### src/rtl/wvsd_pkg.sv
// Shared types and constants for the wind vector to speed/direction CORDIC.
package wvsd_pkg;

    localparam int IN_W      = 16;
    localparam int OUT_W     = 16;
    localparam int WORK_FRAC = 14;
    localparam int ANG_FRAC  = 10;
    // x/y carry the input << 14 and grow by the CORDIC gain; 34 bits covers it.
    localparam int XW        = 34;
    // Angle in 1/100 degree << 10: |z| stays below 2^25.
    localparam int ZW        = 27;
    localparam int HW        = ZW - ANG_FRAC;
    localparam int TABLE_LEN = 24;

    localparam int GAIN_W    = 30;
    localparam int MAG_W     = 31;
    localparam int PROD_W    = MAG_W + GAIN_W;
    localparam int SPD_SHIFT = 44;
    localparam logic [GAIN_W-1:0] GAIN_Q30 = 30'd652032874;

    localparam logic signed [ZW-1:0] HALF_TURN_Z = 27'sd18432000;   // 18000 << 10
    localparam logic signed [HW-1:0] HALF_TURN   = 17'sd18000;
    localparam logic signed [HW-1:0] FULL_TURN   = 17'sd36000;

    // atan(2^-i) in 1/100 degree << 10, rounded to nearest
    localparam logic signed [ZW-1:0] ATAN_TABLE [TABLE_LEN] = '{
        27'sd4608000, 27'sd2720261, 27'sd1437311, 27'sd729602,
        27'sd366217,  27'sd183287,  27'sd91666,   27'sd45836,
        27'sd22918,   27'sd11459,   27'sd5730,    27'sd2865,
        27'sd1432,    27'sd716,     27'sd358,     27'sd179,
        27'sd90,      27'sd45,      27'sd22,      27'sd11,
        27'sd6,       27'sd3,       27'sd1,       27'sd1
    };

    typedef struct packed {
        logic signed [XW-1:0] x;
        logic signed [XW-1:0] y;
        logic signed [ZW-1:0] z;
        logic                 zero;
    } wvsd_vec_t;

endpackage

### src/rtl/wvsd_cell.sv
// One CORDIC vectoring micro-rotation cell with its own pipeline register.
module wvsd_cell #(
    parameter int SHIFT = 0
) (
    input  logic                aclk,
    input  logic                aresetn,
    input  logic                in_valid,
    output logic                in_ready,
    input  wvsd_pkg::wvsd_vec_t in_data,
    output logic                out_valid,
    input  logic                out_ready,
    output wvsd_pkg::wvsd_vec_t out_data
);
    import wvsd_pkg::*;

    logic                 valid_reg;
    wvsd_vec_t            data_reg;
    wvsd_vec_t            data_next;
    logic signed [XW-1:0] xs;
    logic signed [XW-1:0] ys;

    assign in_ready = ~valid_reg | out_ready;

    always_comb begin
        xs = in_data.x >>> SHIFT;
        ys = in_data.y >>> SHIFT;
        data_next.zero = in_data.zero;
        if (!in_data.y[XW-1]) begin
            data_next.x = in_data.x + ys;
            data_next.y = in_data.y - xs;
            data_next.z = in_data.z + ATAN_TABLE[SHIFT];
        end else begin
            data_next.x = in_data.x - ys;
            data_next.y = in_data.y + xs;
            data_next.z = in_data.z - ATAN_TABLE[SHIFT];
        end
    end

    always_ff @(posedge aclk) begin
        if (!aresetn) begin
            valid_reg <= 1'b0;
        end else if (in_ready) begin
            valid_reg <= in_valid;
        end
    end

    always_ff @(posedge aclk) begin
        if (in_ready && in_valid) begin
            data_reg <= data_next;
        end
    end

    assign out_valid = valid_reg;
    assign out_data  = data_reg;

endmodule

### config.mk
export PLATFORM = sky130hd
export DESIGN_NAME = wvsd_cell
export DESIGN_NICKNAME = d
export VERILOG_FILES = /design/src/rtl/wvsd_pkg.sv /design/src/rtl/wvsd_cell.sv
export SDC_FILE = /design/constraint.sdc
export NUM_CORES = 1
export LEC_CHECK = 0
export BUFFER_PORTS_ARGS = -buffer_cell sky130_fd_sc_hd__buf_2
export CAP_MARGIN = 20
export CORE_MARGIN = 2
export CORE_UTILIZATION = 57
export DETAILED_ROUTE_END_ITERATION = 10
export PLACE_DENSITY = 0.8
export SETUP_SLACK_MARGIN = 0.2
export SYNTH_ARGS = -nofsm -noshare
export SYNTH_HDL_FRONTEND = slang
export SYNTH_SLANG_ARGS = --single-unit
### constraint.sdc
create_clock -name aclk -period 4.7 [get_ports aclk]
set_input_delay 0.94 -clock aclk [delete_from_list [all_inputs] [get_ports aclk]]
set_output_delay 0.94 -clock aclk [all_outputs]
set_load 0.05 [all_outputs]
==> metrics.md <==
| Metric | Value |
|---|---|
| Cell mode on critical path | a31oi_1 |
| CTS clk-pin slew, worst paths | 70 ps |
| DP HPWL | 22400 um |
| Data required time of the critical path | 4800 ps |
| Postcts setup bufs | 0 |
| Startpoint Class | input port |
| Htree depth | 3 |
| Top post-synthesis cells by area | edfxtp_1 (30%), ha_1 (15%), a21oi_1 (6.4%) |
| Routed wire per std cell | 19.2 um |
| Die height | 133 um |
| Antenna fix cells | 0 |
| WS Path Type | in -> reg |
| Most common flop cell mapped by yosys | edfxtp_1 |
| Detailed Route Iter0 Violations | 1010 |
| Fin crit share | 80.3% |
| Maximum vdd drop | 0.172 mV |
| Post_cts resized | 0 |
| Vias in the first global route | 8506 |
| Hold bufs inserted after CTS | 0 |
| Post-route ant nets | 0 |
| Worst Tran Pin Value | 601 ps |
| PortBufs | 197 |
| # rows | 47 |
| Worst min-delay path class | reg -> reg |
| Fillers | 1412 |
| CP Cell Sequence | buf_2 > inv_1 > ha_1 > nand4_1 > or3_1 > nor4_1 > nand3_1 > a311oi_1 > o21bai_1 > a31oi_1 > a31oi_1 > xnor2_1 |
| Register area share after synthesis | 30.5% |
| Final wirelength | 28500 um |
| Synth Instances | 1087 |
| Largest net degree at the start of global routing | 89 |
| Detailed Routing Iterations Pass 1 | 6 |
| Worst skew pair latency | 370 ps |
| RSZ-0062 raised after global routing | false |
| Die area | 17600 um^2 |
| Crit path max fanout | 15 |
| Clock Skew | 11.4 ps |
| Synth area leader | edfxtp_1 |
| Distinct cells, synth | 79 |
| CP arrival | 3880 ps |
| Final Critical Period | 3780 ps |
| Fraction of layout cells with a size suffix above 1 | 19.7% |
| Via count | 9054 |
| Int Power | 1.97 mW |
| Asr flop ratio synth | 0% |
| Yosys synthesis warning count | 0 |
| Mapped Nets | 1304 |
| Chip width | 133 um |
| Initial antenna violation count | 1 |
| Max Slew Vio Count | 0 |
| Synth Area per Inst | 8.68 um^2 |
| Clock power share | 23.1% |
| Run status | finished, final reports clean |
| Setup TNS Final | 0 ps |
| Grt total ovfl | 0 |
| Final nets | 1477 |
| Clock sinks | 96 |
| Flop pwr share | 33.1% |
| PwrDens | 313 nW/um^2 |
| Core region area | 16300 um^2 |
| Maximum capacitance violations | 0 |
| First-pass GRT wire length | 44800 um |
| Leak | 4.94 nW |
| Count of final hold-check violations | 0 |
| Initial Util | 57.7% |
| Total CTS buffers | 9 |
| Post-synth EDFFs | 95 |
| Switching Power | 1.44 mW |
| DR DRC count | 0 |
| Syn-to-layout area delta | 15.3% |
| Worst rel slew slack | 59.7% |
| CP Capture Type | register |
| IO Count | 198 |
| Total track usage | 31.9% |
| Seq cells post-synth | 96 |
| Maximum clock path buffer count | 2 |
| Synth Cell Area | 9430 um^2 |
| Sw frac | 42.3% |
| GPL Wtd Cong | 0.985 |
| Critical path's slowest cell | ha_1 |
| Area share of the largest cell type after synthesis | 30.2% |
| CTS root buf | clkbuf_16 |
| Combinational share of power | 43.9% |
| Fmax | 0.265 GHz |
| Max incr delay on CP | 620 ps |
| Vias/cell | 6.10 |
| Final setup fails | 0 |
| CTS tree | yes |
| Total power | 3.40 mW |
synthesized netlist by cell type (4+ instances only):
cell type,n
a211oi_1,12
a21boi_0,5
a21o_1,24
a21oi_1,121
a31oi_1,10
and2_1,5
and3_1,4
buf_1,7
buf_2,14
clkbuf_1,17
edfxtp_1,95
fa_1,4
ha_1,113
inv_1,110
inv_2,5
mux2i_1,20
nand2_1,60
nand2b_1,14
nand3_1,18
nand4_1,11
nor2_1,90
nor2b_1,10
nor3_1,22
nor4_1,8
o2111ai_1,7
o211ai_1,6
o21a_1,4
o21ai_0,64
o21ai_1,11
o21bai_1,20
o221ai_1,10
o22ai_1,5
o31ai_1,8
or2_2,4
or3_1,8
xnor2_1,64
xor2_1,13
routing by layer:
metal	GRT usage, %	routed length, um	share of wire [%]
met4	10.9	805	2.8
met3	6.90	2760	9.7
met2	49.5	12500	44
met5	0	13	0.046
met1	44.2	12400	44
critical path, delay by kind of cell:
kind                       cells  cell delay (ps)
buffers and inverters          2              140
AOI/OAI and AO/OA              4              890
xor gates and xnor gates       1              170
adders and majority gates      1              620
and+or+nand+nor                4             1110
worst paths after layout:
path	end	start	cells after the start	slack [ps]
worst max-delay path	out_data[93]	in_data[45]	12	920
worst min-delay path	out_valid	out_valid	2	530
worst max register to register	out_data[39]	out_valid	3	2910
worst min register to register	out_valid	out_valid	2	530
through the flow:
step	utilization, %	hold WS (ps)	std cells	worst slack [ps]	cell area, um^2
final	66.5	532	1485	925	10900
after global routing	66.5	587	1485	721	10900
after CTS	66.5	538	1485	1030	10900
after detailed placement	64.6	528	1469	662	10600
after global placement	64.6	518	1469	692	10600
after floorplan	-	1040	1087	559	9430
registers in the layout, indices dropped and copies added (netlist names):
name / count
out_data: 95
out_valid: 1
layout make-up:
cell class                      count  area [um^2]  area share (%)
Clock buffer                        9          225            2.07
Inverter                          116          438            4.03
Timing Repair Buffer              205         1060            9.74
Tap cell                          220          275            2.53
Multi-Input combinational cell    832         5920            54.4
Clock inverter                      7         83.8           0.771
Sequential cell                    96         2870            26.4
kinds of logic after synthesis:
group                    count (synthesis)  share of synthesized area, %
AND/OR/NAND/NOR                        268                          13.7
flip-flops                              96                          30.5
XOR/XNOR                                77                          7.15
AO/OA/AOI/OAI                          350                          23.9
multiplexers                            20                          2.12
adder cells (fa/ha/maj)                117                          15.8
buffers and inverters                  159                          6.82
cell usage in the layout (no fill, tap or decap), types with 4 or more instances in the layout:
cell       instances
o2111ai_1          7
nor2b_1           10
o22ai_1            5
and2_1             4
o21bai_1          20
a211oi_1          12
nand3_1           18
buf_4              7
a21boi_0           5
nand4_1           11
ha_1             113
nor4_1             8
mux2i_1           20
nand2b_1          14
nor2_1            90
o221ai_1          10
nor3_1            22
o21ai_0           64
xor2_1            13
o31ai_1            8
a21oi_1          121
nand2_1           60
a31oi_1           10
o21a_1             4
buf_2            197
a21o_1            24
or3_1              8
o211ai_1           6
clkbuf_16          9
xnor2_1           64
edfxtp_1          95
fa_1               4
o21ai_1           11
inv_2              5
inv_1            110
or2_2              4
and3_1             4
power by group through the flow:
stage | Sequential [mW] | Combinational [mW] | Clock (mW)
finish | 1.13 | 1.49 | 0.785
global route | 1.14 | 1.59 | 0.833
CTS | 1.13 | 1.47 | 0.800
detailed placement | 1.14 | 1.46 | 0
global placement | 1.14 | 1.45 | 0
floorplan | 1.52 | 0.710 | 0
(Power assumes the default switching activity.)
