### src/rtl/wvsd_pkg.sv
// Shared types and constants for the wind vector to speed/direction CORDIC.
package wvsd_pkg;

    localparam int IN_W      = 16;
    localparam int OUT_W     = 16;
    localparam int WORK_FRAC = 14;
    localparam int ANG_FRAC  = 10;
    // x/y carry the input << 14 and grow by the CORDIC gain; 34 bits covers it.
    localparam int XW        = 34;
    // Angle in 1/100 degree << 10: |z| stays below 2^25.
    localparam int ZW        = 27;
    localparam int HW        = ZW - ANG_FRAC;
    localparam int TABLE_LEN = 24;

    localparam int GAIN_W    = 30;
    localparam int MAG_W     = 31;
    localparam int PROD_W    = MAG_W + GAIN_W;
    localparam int SPD_SHIFT = 44;
    localparam logic [GAIN_W-1:0] GAIN_Q30 = 30'd652032874;

    localparam logic signed [ZW-1:0] HALF_TURN_Z = 27'sd18432000;   // 18000 << 10
    localparam logic signed [HW-1:0] HALF_TURN   = 17'sd18000;
    localparam logic signed [HW-1:0] FULL_TURN   = 17'sd36000;

    // atan(2^-i) in 1/100 degree << 10, rounded to nearest
    localparam logic signed [ZW-1:0] ATAN_TABLE [TABLE_LEN] = '{
        27'sd4608000, 27'sd2720261, 27'sd1437311, 27'sd729602,
        27'sd366217,  27'sd183287,  27'sd91666,   27'sd45836,
        27'sd22918,   27'sd11459,   27'sd5730,    27'sd2865,
        27'sd1432,    27'sd716,     27'sd358,     27'sd179,
        27'sd90,      27'sd45,      27'sd22,      27'sd11,
        27'sd6,       27'sd3,       27'sd1,       27'sd1
    };

    typedef struct packed {
        logic signed [XW-1:0] x;
        logic signed [XW-1:0] y;
        logic signed [ZW-1:0] z;
        logic                 zero;
    } wvsd_vec_t;

endpackage

### src/rtl/wvsd_post.sv
// Gain removal, rounding and heading wrap: two register stages after the cells.
module wvsd_post (
    input  logic                         aclk,
    input  logic                         aresetn,
    input  logic                         in_valid,
    output logic                         in_ready,
    input  wvsd_pkg::wvsd_vec_t          in_data,
    output logic                         out_valid,
    input  logic                         out_ready,
    output logic [wvsd_pkg::OUT_W-1:0]   out_speed,
    output logic signed [wvsd_pkg::OUT_W-1:0] out_heading
);
    import wvsd_pkg::*;

    localparam int SUM_W = PROD_W + 1;
    localparam int Q_W   = SUM_W - SPD_SHIFT;

    // stage A: multiply and heading
    logic                     a_valid_reg;
    logic                     a_ready;
    logic [PROD_W-1:0]        a_prod_reg;
    logic [PROD_W-1:0]        a_prod_next;
    logic signed [OUT_W-1:0]  a_head_reg;
    logic signed [OUT_W-1:0]  a_head_next;
    logic                     a_zero_reg;
    logic [MAG_W-1:0]         mag;
    logic signed [ZW-1:0]     z_rnd;
    logic signed [HW-1:0]     h_raw;
    logic signed [HW-1:0]     h_wrap;

    // stage B: round and saturate speed
    logic                     b_valid_reg;
    logic                     b_ready;
    logic [OUT_W-1:0]         b_speed_reg;
    logic [OUT_W-1:0]         b_speed_next;
    logic signed [OUT_W-1:0]  b_head_reg;
    logic [SUM_W-1:0]         sum;
    logic [Q_W-1:0]           q;

    assign b_ready  = ~b_valid_reg | out_ready;
    assign a_ready  = ~a_valid_reg | b_ready;
    assign in_ready = a_ready;

    always_comb begin
        mag = in_data.x[XW-1] ? '0 : in_data.x[MAG_W-1:0];
        a_prod_next = PROD_W'(mag) * PROD_W'(GAIN_Q30);
        z_rnd  = in_data.z + ZW'(1 << (ANG_FRAC - 1));
        h_raw  = z_rnd[ZW-1:ANG_FRAC];
        if (h_raw <= -HALF_TURN) begin
            h_wrap = h_raw + FULL_TURN;
        end else if (h_raw > HALF_TURN) begin
            h_wrap = h_raw - FULL_TURN;
        end else begin
            h_wrap = h_raw;
        end
        a_head_next = in_data.zero ? '0 : h_wrap[OUT_W-1:0];
    end

    always_ff @(posedge aclk) begin
        if (!aresetn) begin
            a_valid_reg <= 1'b0;
        end else if (a_ready) begin
            a_valid_reg <= in_valid;
        end
    end

    always_ff @(posedge aclk) begin
        if (a_ready && in_valid) begin
            a_prod_reg <= a_prod_next;
            a_head_reg <= a_head_next;
            a_zero_reg <= in_data.zero;
        end
    end

    always_comb begin
        sum = {1'b0, a_prod_reg} + (SUM_W'(1) << (SPD_SHIFT - 1));
        q   = sum[SUM_W-1:SPD_SHIFT];
        if (a_zero_reg) begin
            b_speed_next = '0;
        end else if (|q[Q_W-1:OUT_W]) begin
            b_speed_next = '1;
        end else begin
            b_speed_next = q[OUT_W-1:0];
        end
    end

    always_ff @(posedge aclk) begin
        if (!aresetn) begin
            b_valid_reg <= 1'b0;
        end else if (b_ready) begin
            b_valid_reg <= a_valid_reg;
        end
    end

    always_ff @(posedge aclk) begin
        if (b_ready && a_valid_reg) begin
            b_speed_reg <= b_speed_next;
            b_head_reg  <= a_head_reg;
        end
    end

    assign out_valid   = b_valid_reg;
    assign out_speed   = b_speed_reg;
    assign out_heading = b_head_reg;

endmodule

### config.mk
export PLATFORM = sky130hd
export DESIGN_NAME = wvsd_post
export DESIGN_NICKNAME = d
export VERILOG_FILES = /design/src/rtl/wvsd_pkg.sv /design/src/rtl/wvsd_post.sv
export SDC_FILE = /design/constraint.sdc
export NUM_CORES = 1
export LEC_CHECK = 0
export ABC_CLOCK_PERIOD_IN_PS = 10800
export BUFFER_PORTS_ARGS = -buffer_cell sky130_fd_sc_hd__buf_4
export CORE_ASPECT_RATIO = 1.2
export CORE_MARGIN = 2
export CORE_UTILIZATION = 60
export CTS_CLUSTER_SIZE = 30
export DETAILED_ROUTE_END_ITERATION = 16
export PLACE_DENSITY = 0.79
export SLEW_MARGIN = 30
export SYNTH_ARGS = -nofsm -noshare
export SYNTH_HDL_FRONTEND = slang
export SYNTH_SLANG_ARGS = --single-unit
### constraint.sdc
create_clock -name aclk -period 10.8 [get_ports aclk]
set_clock_uncertainty 0.1 [all_clocks]
set_input_delay 1.08 -clock aclk [delete_from_list [all_inputs] [get_ports aclk]]
set_output_delay 1.08 -clock aclk [all_outputs]
set_load 0.02 [all_outputs]
==> key figures, run 1 <==
Drt
  – Final wirelength: just over 50 mm
  – Vias per Instance: ~5.6
  – Vias: 14.5k
  – DRT antenna net count: 0
  – Drt pass-1 iters: 5
  – WL/cell: approximately 20 um
  – Drt drc: 0
  – Iter 0 DRT Violations: roughly 1,000

Yosys
  – Seq/Total Area, Yosys: roughly 9.7%
  – Leading post-synthesis cells by cell area: fa_1 41%, ha_1 20%, inv_1 11%
  – Mapped Avg Cell Area: 10.3 sq um
  – EDFF count, synth: 67
  – Cell variety after synth: roughly 90
  – Yosys warns: 0
  – Post-Synthesis Cells: 2,047
  – Post-synth top area share: 40.8%
  – #FFs+latches synth: 69
  – Most used standard cell by instance count after synthesis: inv_1
  – Post-Syn Area: ~21,000 sq um
  – Top_reg_cell synth: edfxtp_1
  – Asr flop ratio synth: 0%
  – Most instantiated cells after synthesis: 599 x inv_1, 431 x fa_1, 342 x ha_1, 74 x a21oi_1, 67 x edfxtp_1
  – Syn_nets: about 3k
  – Yosys top cell by area: fa_1

Worst setup path
  – Worst Path Required: about 11 ns
  – Worst stage delay on the critical path: 0.55 ns
  – Critical path's most frequent cell: fa_1
  – Setup crit start kind: input pin
  – Critical path peak fanout: 50
  – Critical Path Start: in_data[95]
  – Worst Setup End Kind: flip-flop
  – Slowest cell on crit path: fa_1
  – Reg-to-Reg End: out_speed[14]$_SDFFCE_PP0P_
  – Worst Setup Path Type: input pin to flip-flop
  – R2R cell count: 7
  – R2r startpoint: a_prod_reg[45]$_DFFE_PP_
  – Crit path arrival time: just over 9 ns
  – R2R setup slack: ~8.0 ns
  – End of the critical path: a_prod_reg[60]$_DFFE_PP_

CTS
  – Clock Latency Late Sink: around 0.33 ns
  – CTS Sinks: approximately 70
  – Post-CTS sizing: 0
  – CTS tree: done
  – Clk root buf: clkbuf_16
  – Hold buffers post-CTS: 0
  – H-tree Lvls: 3
  – Clock buffer count from CTS: 9
  – Setup repair bufs after CTS: 0
  – Clock Path Buffers: 2
  – Clk slew on worst S/H paths: about 0.060 ns

Global routing
  – Initial antenna violation count: 0
  – First-pass GRT wire length: between 80 and 90 mm
  – GRT Total Usage: 29.8%
  – Number of global-route vias before repair: between 15k and 20k
  – Largest net degree at the start of global routing: between 50 and 60
  – GR Overflow Total: 0

Layout
  – Area of the multi-input gates: around 17,000 sq um
  – Max reg flops: 18
  – Fillers: roughly 2.7k
  – Area grow syn2layout: 6.94%
  – Final-stage net count: roughly 3.0k
  – Storage cell area: about 2000 sq um
  – Ant diodes: 0
  – Fraction of layout cells with a size suffix above 1: ~7.3%
  – Fin cells: between 2k and 3k

Timing
  – Peak Freq: around 110 MHz
  – Final period util: ~85%
  – Sum Neg Setup Slack: 0 ns
  – Minimum clock period: 9.19 ns
  – Slew of the pin with the lowest slew margin: 0.843 ns
  – Final Hold Viols: 0
  – Final setup fails: 0
  – Slew Viols, Final: 0
  – Slew headroom: ~43%
  – Unrepaired setup endpoints after global routing: false

Die
  – Die span in y: 210 um
  – Site row count: 75
  – Initial Util: roughly three fifths
  – Die Area: 36,800 sq um
  – Io pins: around 130
  – Chip width: 175 um
  – Core ar.: ~35,000 sq um

Worst hold path
  – Hold WC Path Type: flip-flop to flip-flop

Placement
  – IO buf count: 88
  – Dpl cells: approximately 2.6k
  – Gpl congestion: 0.992
  – DP HPWL: roughly 46 mm

Run
  – Max-Cap Viols: 0

Outcome
  – Run status: finished, final reports clean
[layout make-up]
class | count | share of cell area [%]
clock inverters | 6 | 0.177
clock buffers | 10 | 1.01
multi-input cells | 1350 | 73.8
repair buffers | 102 | 3.39
flip-flops and latches | 69 | 9.07
inverters | 600 | 9.96
well taps | 462 | 2.56
[how the worst min path moves through the flow]
stage | startpoint | endpoint | cells after the start
after floorplan | a_head_reg[0]$_SDFFCE_PP0P_ | out_heading[0]$_DFFE_PP_ | 0
after global placement | a_head_reg[10]$_SDFFCE_PP0P_ | out_heading[10]$_DFFE_PP_ | 0
after detailed placement | a_head_reg[8]$_SDFFCE_PP0P_ | out_heading[8]$_DFFE_PP_ | 0
after CTS | a_head_reg[8]$_SDFFCE_PP0P_ | out_heading[8]$_DFFE_PP_ | 0
after global routing | a_head_reg[12]$_SDFFCE_PP0P_ | out_heading[12]$_DFFE_PP_ | 0
final | a_head_reg[8]$_SDFFCE_PP0P_ | out_heading[8]$_DFFE_PP_ | 0
[worst max-delay path: cells and delay by family]
kind | cells | cell delay (ns)
buffers and inverters | 6 | 1.01
AND/OR/NAND/NOR | 1 | 0.45
XOR/XNOR | 1 | 0.18
adder cells (fa/ha/maj) | 9 | 4.39
AO/OA/AOI/OAI | 8 | 2.03
[cells in the final DEF (no fill, tap or decap), types with 5 or more instances in the layout]
| cell type | netlist | layout |
|---|---|---|
| nand2_1 | 47 | 47 |
| a311oi_1 | 5 | 5 |
| a211oi_1 | 7 | 7 |
| fa_1 | 431 | 431 |
| buf_4 | 3 | 102 |
| and2_1 | 21 | 21 |
| a21oi_1 | 74 | 74 |
| inv_1 | 599 | 599 |
| o21ai_0 | 28 | 28 |
| xor2_1 | 29 | 29 |
| nor2_1 | 56 | 56 |
| ha_1 | 342 | 342 |
| a21o_1 | 24 | 24 |
| o21a_1 | 10 | 10 |
| and3_1 | 7 | 7 |
| nand4_1 | 18 | 18 |
| o21bai_1 | 8 | 8 |
| edfxtp_1 | 67 | 67 |
| clkbuf_16 | 0 | 9 |
| nor4_1 | 5 | 5 |
| o31ai_1 | 5 | 5 |
| nor2b_1 | 26 | 25 |
| xnor2_1 | 47 | 47 |
| nor3_1 | 14 | 14 |
| nand2b_1 | 24 | 24 |
| nand3_1 | 33 | 33 |
[per-layer routing]
layer | vias to the layer above | share of wire (%) | track usage, %
met5 | - | 0 | 0
met4 | 0 | 6.4 | 15.7
met1 | 7275 | 38 | 36.2
met2 | 495 | 51 | 52.2
li1 | 6597 | - | -
met3 | 168 | 4.6 | 3.39
[metrics by stage]
| step | setup WS (ns) | utilization [%] | hold slack, ns | area (sq um) |
|---|---|---|---|---|
| floorplan | 2.22 | - | 0.300 | 21200 |
| global placement | 1.46 | 64.2 | 0.304 | 22300 |
| detailed placement | 1.36 | 64.2 | 0.305 | 22300 |
| CTS | 1.70 | 65.0 | 0.315 | 22600 |
| global route | 1.25 | 65.0 | 0.328 | 22600 |
| finish | 1.61 | 65.0 | 0.311 | 22600 |
[cell families (layout without fill, tap and decap cells)]
group | Yosys count | after routing | synth area share [%]
adders and majority gates | 773 | 773 | 61.0
buffers and inverters | 628 | 718 | 11.4
and+or+nand+nor | 276 | 276 | 7.13
AOI/OAI and AO/OA | 219 | 219 | 7.16
xor gates and xnor gates | 80 | 80 | 3.51
DFF | 69 | 69 | 9.70
muxes | 2 | 2 | 0.101
Power of run 1 is not shown: default switching activity piles up to over one toggle a cycle in this logic, so the estimate is an artifact.
==> run 2: changes to the inputs <==
--- a/config.mk
+++ b/config.mk
@@ -9,10 +9,11 @@
 export BUFFER_PORTS_ARGS = -buffer_cell sky130_fd_sc_hd__buf_4
 export CORE_ASPECT_RATIO = 1.2
 export CORE_MARGIN = 2
-export CORE_UTILIZATION = 60
+export CORE_UTILIZATION = 65
+export CTS_CLUSTER_DIAMETER = 40
 export CTS_CLUSTER_SIZE = 30
 export DETAILED_ROUTE_END_ITERATION = 16
-export PLACE_DENSITY = 0.79
+export PLACE_DENSITY = 0.85
 export SLEW_MARGIN = 30
 export SYNTH_ARGS = -nofsm -noshare
 export SYNTH_HDL_FRONTEND = slang
==> run 2 against run 1 <==
Routed wire length up 3.2%. Cell area down 0.18%. Flip-flop and latch count unchanged. Sequential share of layout area about the same.
==> key figures, run 2 (synthesized netlist as in run 1, its figures left out) <==
Outcome
  – Run status: finished, final reports clean

CTS
  – Clock buffer count from CTS: 9
  – Clock Path Buffers: 2
  – Clock Latency Late Sink: between 0.3 and 0.4 ns
  – Post-CTS sizing: 0
  – Clk slew on worst S/H paths: around 0.060 ns
  – Hold buffers post-CTS: 0
  – H-tree Lvls: 3
  – Clk root buf: clkbuf_16
  – CTS Sinks: a little under 70
  – CTS tree: done
  – Setup repair bufs after CTS: 0

Timing
  – Final setup fails: 0
  – Unrepaired setup endpoints after global routing: false
  – Sum Neg Setup Slack: 0 ns
  – Slack of the critical path: 1.54 ns
  – Peak Freq: 108 MHz
  – Final period util: between 80% and 90%
  – Slew Viols, Final: 0
  – Slew of the pin with the lowest slew margin: 0.897 ns
  – Minimum clock period: 9.26 ns
  – Final Hold Viols: 0
  – Slew headroom: between 30% and 40%

Placement
  – IO buf count: roughly 90
  – Dpl ws: roughly 1.3 ns
  – DP HPWL: approximately 47 mm
  – Gpl congestion: just over 1

Worst setup path
  – Worst Setup End Kind: flip-flop
  – Setup crit start kind: input pin
  – Worst Setup Path Type: input pin to flip-flop
  – Worst Path Required: around 11 ns
  – Reg-to-Reg End: out_speed[10]$_SDFFCE_PP0P_
  – R2r startpoint: a_prod_reg[45]$_DFFE_PP_
  – Critical path peak fanout: 50
  – Slowest cell on crit path: fa_1
  – Crit path arrival time: approximately 9.2 ns
  – Worst stage delay on the critical path: 0.62 ns
  – R2R cell count: 7
  – Critical path's most frequent cell: fa_1
  – R2R setup slack: ~8 ns

Layout
  – Max reg flops: 18
  – Final-stage net count: 3,005
  – Storage cell area: just over 2000 sq um
  – Most frequent cells in the layout: 599 x inv_1, 431 x fa_1, 342 x ha_1
  – Fraction of layout cells with a size suffix above 1: ~7.4%
  – Area of the multi-input gates: 16,700 sq um
  – Fin util: between 70% and 80%
  – Ant diodes: 0
  – Most common cell after layout, fill and taps aside: inv_1
  – Area grow syn2layout: 6.75%
  – Fillers: ~2.4k

Drt
  – Vias: approximately 15k
  – Iter 0 DRT Violations: 852
  – Drt drc: 0
  – WL/cell: roughly 21 um
  – DRT antenna net count: 0
  – Drt pass-1 iters: 8
  – Vias per Instance: slightly below 6
  – Final wirelength: about 53 mm

Global routing
  – First-pass GRT wire length: slightly below 90 mm
  – GR Overflow Total: 0
  – GRT Total Usage: between 30% and 40%
  – Number of global-route vias before repair: ~17k
  – Initial antenna violation count: 0
  – Largest net degree at the start of global routing: roughly 50

Worst hold path
  – Worst Hold End: out_heading[9]$_DFFE_PP_
  – Hold path depth: 0
  – Hold path start: a_head_reg[9]$_SDFFCE_PP0P_
  – Hold WC Path Type: flip-flop to flip-flop

Die
  – Die span in y: 202 um
  – Core ar.: around 32,000 sq um
  – Io pins: between 100 and 150
  – Die Area: roughly 34,000 sq um
  – Initial Util: 65.8%
  – Chip width: between 150 and 200 um
  – Site row count: 72

Run
  – Max-Cap Viols: 0
run 2: cell count changes in the layout (fill, tap and decap cells not counted), sizes merged:
cell / delta
bufinv: +1
clkbuf: -1
clkinv: -1
inv: +1
run 2: area by class of cell:
| cell class | count | area share (%) |
|---|---|---|
| clock buffers | 9 | 0.997 |
| clock inverters | 7 | 0.327 |
| inverters | 600 | 9.97 |
| multi-input cells | 1350 | 74.0 |
| flip-flops and latches | 69 | 9.09 |
| well taps | 407 | 2.26 |
| repair buffers | 102 | 3.39 |
run 2: critical path, delay by kind of cell:
family / cells / cell delay (ns)
adder cells (fa/ha/maj): 9 / 4.41
AO/OA/AOI/OAI: 8 / 2.06
buffers and inverters: 6 / 1.11
AND/OR/NAND/NOR: 2 / 0.55
run 2: metal layers:
layer  GRT usage, %  part of all wire (%)  vias up
met2           59.6                    52      529
met4           18.8                   7.2        0
met5              0                     0        -
met1           39.5                    36     7443
li1               -                     -     6587
met3           2.56                   4.4      185
run 2: metrics by stage:
step | cells | area, sq um | hold WS [ns]
floorplan | 2047 | 21200 | 0.300
global placement | 2528 | 22300 | 0.303
detailed placement | 2528 | 22300 | 0.305
CTS | 2544 | 22600 | 0.321
global route | 2544 | 22600 | 0.321
finish | 2544 | 22600 | 0.320
run 2: worst max-delay path by stage:
stage,end,start,cells after the start
after floorplan,a_prod_reg[59]$_DFFE_PP_,in_data[95],25
after global placement,a_prod_reg[59]$_DFFE_PP_,in_data[95],25
after detailed placement,a_prod_reg[59]$_DFFE_PP_,in_data[95],25
after CTS,a_prod_reg[59]$_DFFE_PP_,in_data[95],25
after global routing,a_prod_reg[59]$_DFFE_PP_,in_data[95],25
final,a_prod_reg[59]$_DFFE_PP_,in_data[95],25
Power of run 2 is left out for the same reason.
==> run 3: changes to the inputs <==
--- a/config.mk
+++ b/config.mk
@@ -5,7 +5,7 @@
 export SDC_FILE = /design/constraint.sdc
 export NUM_CORES = 1
 export LEC_CHECK = 0
-export ABC_CLOCK_PERIOD_IN_PS = 10800
+export ABC_CLOCK_PERIOD_IN_PS = 10200
 export BUFFER_PORTS_ARGS = -buffer_cell sky130_fd_sc_hd__buf_4
 export CORE_ASPECT_RATIO = 1.2
 export CORE_MARGIN = 2
==> constraint.sdc (replaced) <==
create_clock -name aclk -period 10.2 [get_ports aclk]
set_clock_uncertainty 0.1 [all_clocks]
set_input_delay 1.02 -clock aclk [delete_from_list [all_inputs] [get_ports aclk]]
set_output_delay 1.02 -clock aclk [all_outputs]
set_load 0.02 [all_outputs]
==> run 3 against run 2 <==
Core utilization up 0.14 points. Critical endpoint is now a_prod_reg[60]$_DFFE_PP_. Non-clock buffer count up 4. Die area unchanged. Worst hold slack worse by 0.0043 ns. Flip-flop and latch count unchanged. Routed wire length down 1.5%. First-iteration DRC count up 4.9%. Cell area up 0.19%. Cell count up 0.16%.
==> key figures, run 3 (synthesized netlist as in run 1, its figures left out) <==
Timing
  – Sum Neg Setup Slack: 0 ns
  – Slew of the pin with the lowest slew margin: around 0.86 ns
  – Slew headroom: about two fifths
  – Minimum clock period: between 9 and 10 ns
  – Final Hold Viols: 0
  – Slew Viols, Final: 0
  – Unrepaired setup endpoints after global routing: false
  – Final period util: 88.7%
  – Final setup fails: 0
  – Peak Freq: ~110 MHz

CTS
  – CTS Sinks: 69
  – Hold buffers post-CTS: 0
  – Clk root buf: clkbuf_16
  – Post-CTS sizing: 0
  – Clk slew on worst S/H paths: ~0.05 ns
  – Clock buffer count from CTS: 9
  – Setup repair bufs after CTS: 0
  – CTS tree: done
  – H-tree Lvls: 3
  – Clock Path Buffers: 2
  – Clock Latency Late Sink: between 0.3 and 0.4 ns

Global routing
  – Initial antenna violation count: 0
  – First-pass GRT wire length: between 80 and 90 mm
  – GR Overflow Total: 0
  – Largest net degree at the start of global routing: a little over 50
  – GRT Total Usage: between 30 and 40%
  – Number of global-route vias before repair: roughly 16k

Layout
  – Ant diodes: 0
  – Fraction of layout cells with a size suffix above 1: roughly 7.5%
  – Most frequent cells in the layout: 599 x inv_1, 431 x fa_1, 342 x ha_1
  – Area grow syn2layout: 6.96%
  – Max reg flops: 18
  – Design area: about 23,000 sq um
  – Fillers: ~2.4k
  – Final-stage net count: roughly 3.0k
  – Most common cell after layout, fill and taps aside: inv_1

Run
  – Max-Cap Viols: 0

Worst setup path
  – Crit path arrival time: between 9 and 10 ns
  – Critical path peak fanout: 50
  – Worst Setup Path Type: input pin to flip-flop
  – R2r startpoint: a_prod_reg[45]$_DFFE_PP_
  – Slowest cell on crit path: fa_1
  – Worst Setup End Kind: flip-flop
  – Critical path's most frequent cell: fa_1
  – Worst Path Required: slightly above 10 ns
  – Setup crit start kind: input pin
  – Critical Path Start: in_data[95]
  – Worst stage delay on the critical path: about 0.57 ns

Die
  – Chip width: 169 um
  – Core ar.: 32,200 sq um
  – Io pins: ~130
  – Initial Util: roughly 66%
  – Die Area: between 30,000 and 40,000 sq um
  – Die span in y: 202 um
  – Site row count: between 70 and 80

Drt
  – Vias per Instance: ~5.7
  – Drt pass-1 iters: 5
  – Final wirelength: ~52 mm
  – Iter 0 DRT Violations: a little under 900
  – Vias: around 15k
  – DRT antenna net count: 0
  – Drt drc: 0
  – WL/cell: just over 20 um

Worst hold path
  – Hold WC Path Type: flip-flop to flip-flop
  – Hold path start: a_head_reg[14]$_SDFFCE_PP0P_

Placement
  – IO buf count: 88
  – DP HPWL: approximately 47 mm
  – Cell area after placement: roughly 22,000 sq um
  – Gpl congestion: a little over 1

Outcome
  – Run status: finished, final reports clean
run 3: path summary, 6_finish.rpt:
path	end	slack, ns	cells past startpoint
max	a_prod_reg[60]$_DFFE_PP_	1.15	25
min	out_heading[14]$_DFFE_PP_	0.32	0
max reg2reg	out_speed[0]$_SDFFCE_PP0P_	7.48	7
min reg2reg	out_heading[14]$_DFFE_PP_	0.32	0
run 3: per-stage QoR:
step | hold slack, ns | std cells | utilization (%) | setup WS [ns]
5_1_grt | 0.322 | 2548 | 70.3 | 0.775
4_1_cts | 0.316 | 2548 | 70.3 | 1.22
6_report | 0.316 | 2548 | 70.3 | 1.15
2_1_floorplan | 0.300 | 2047 | - | 1.68
3_5_place_dp | 0.306 | 2532 | 69.4 | 0.922
3_3_place_gp | 0.302 | 2532 | 69.4 | 0.953
run 3: layout make-up:
type,count,area (sq um),area share (%)
tap,407,509,2.25
sequential,69,2050,9.07
clock buffer,13,270,1.19
timing repair buffer,106,796,3.52
inverter,600,2250,9.96
clock inverter,3,42.5,0.188
multi-input combinational,1350,16700,73.8
run 3: routing by layer:
| metal | up-vias | track usage (%) | part of all wire, % |
|---|---|---|---|
| li1 | 6602 | - | - |
| met5 | - | 0 | 0 |
| met2 | 486 | 58.3 | 52 |
| met4 | 0 | 16.9 | 6.2 |
| met3 | 165 | 3.78 | 4.7 |
| met1 | 7270 | 39.4 | 37 |
run 3: worst max-delay path, delay by kind of cell:
kind	cells	cell delay [ns]
AO/OA/AOI/OAI	8	1.95
XOR/XNOR	1	0.17
adder cells (fa/ha/maj)	9	4.42
buffers and inverters	6	1.02
AND/OR/NAND/NOR	1	0.41
Power of run 3 is left out for the same reason.
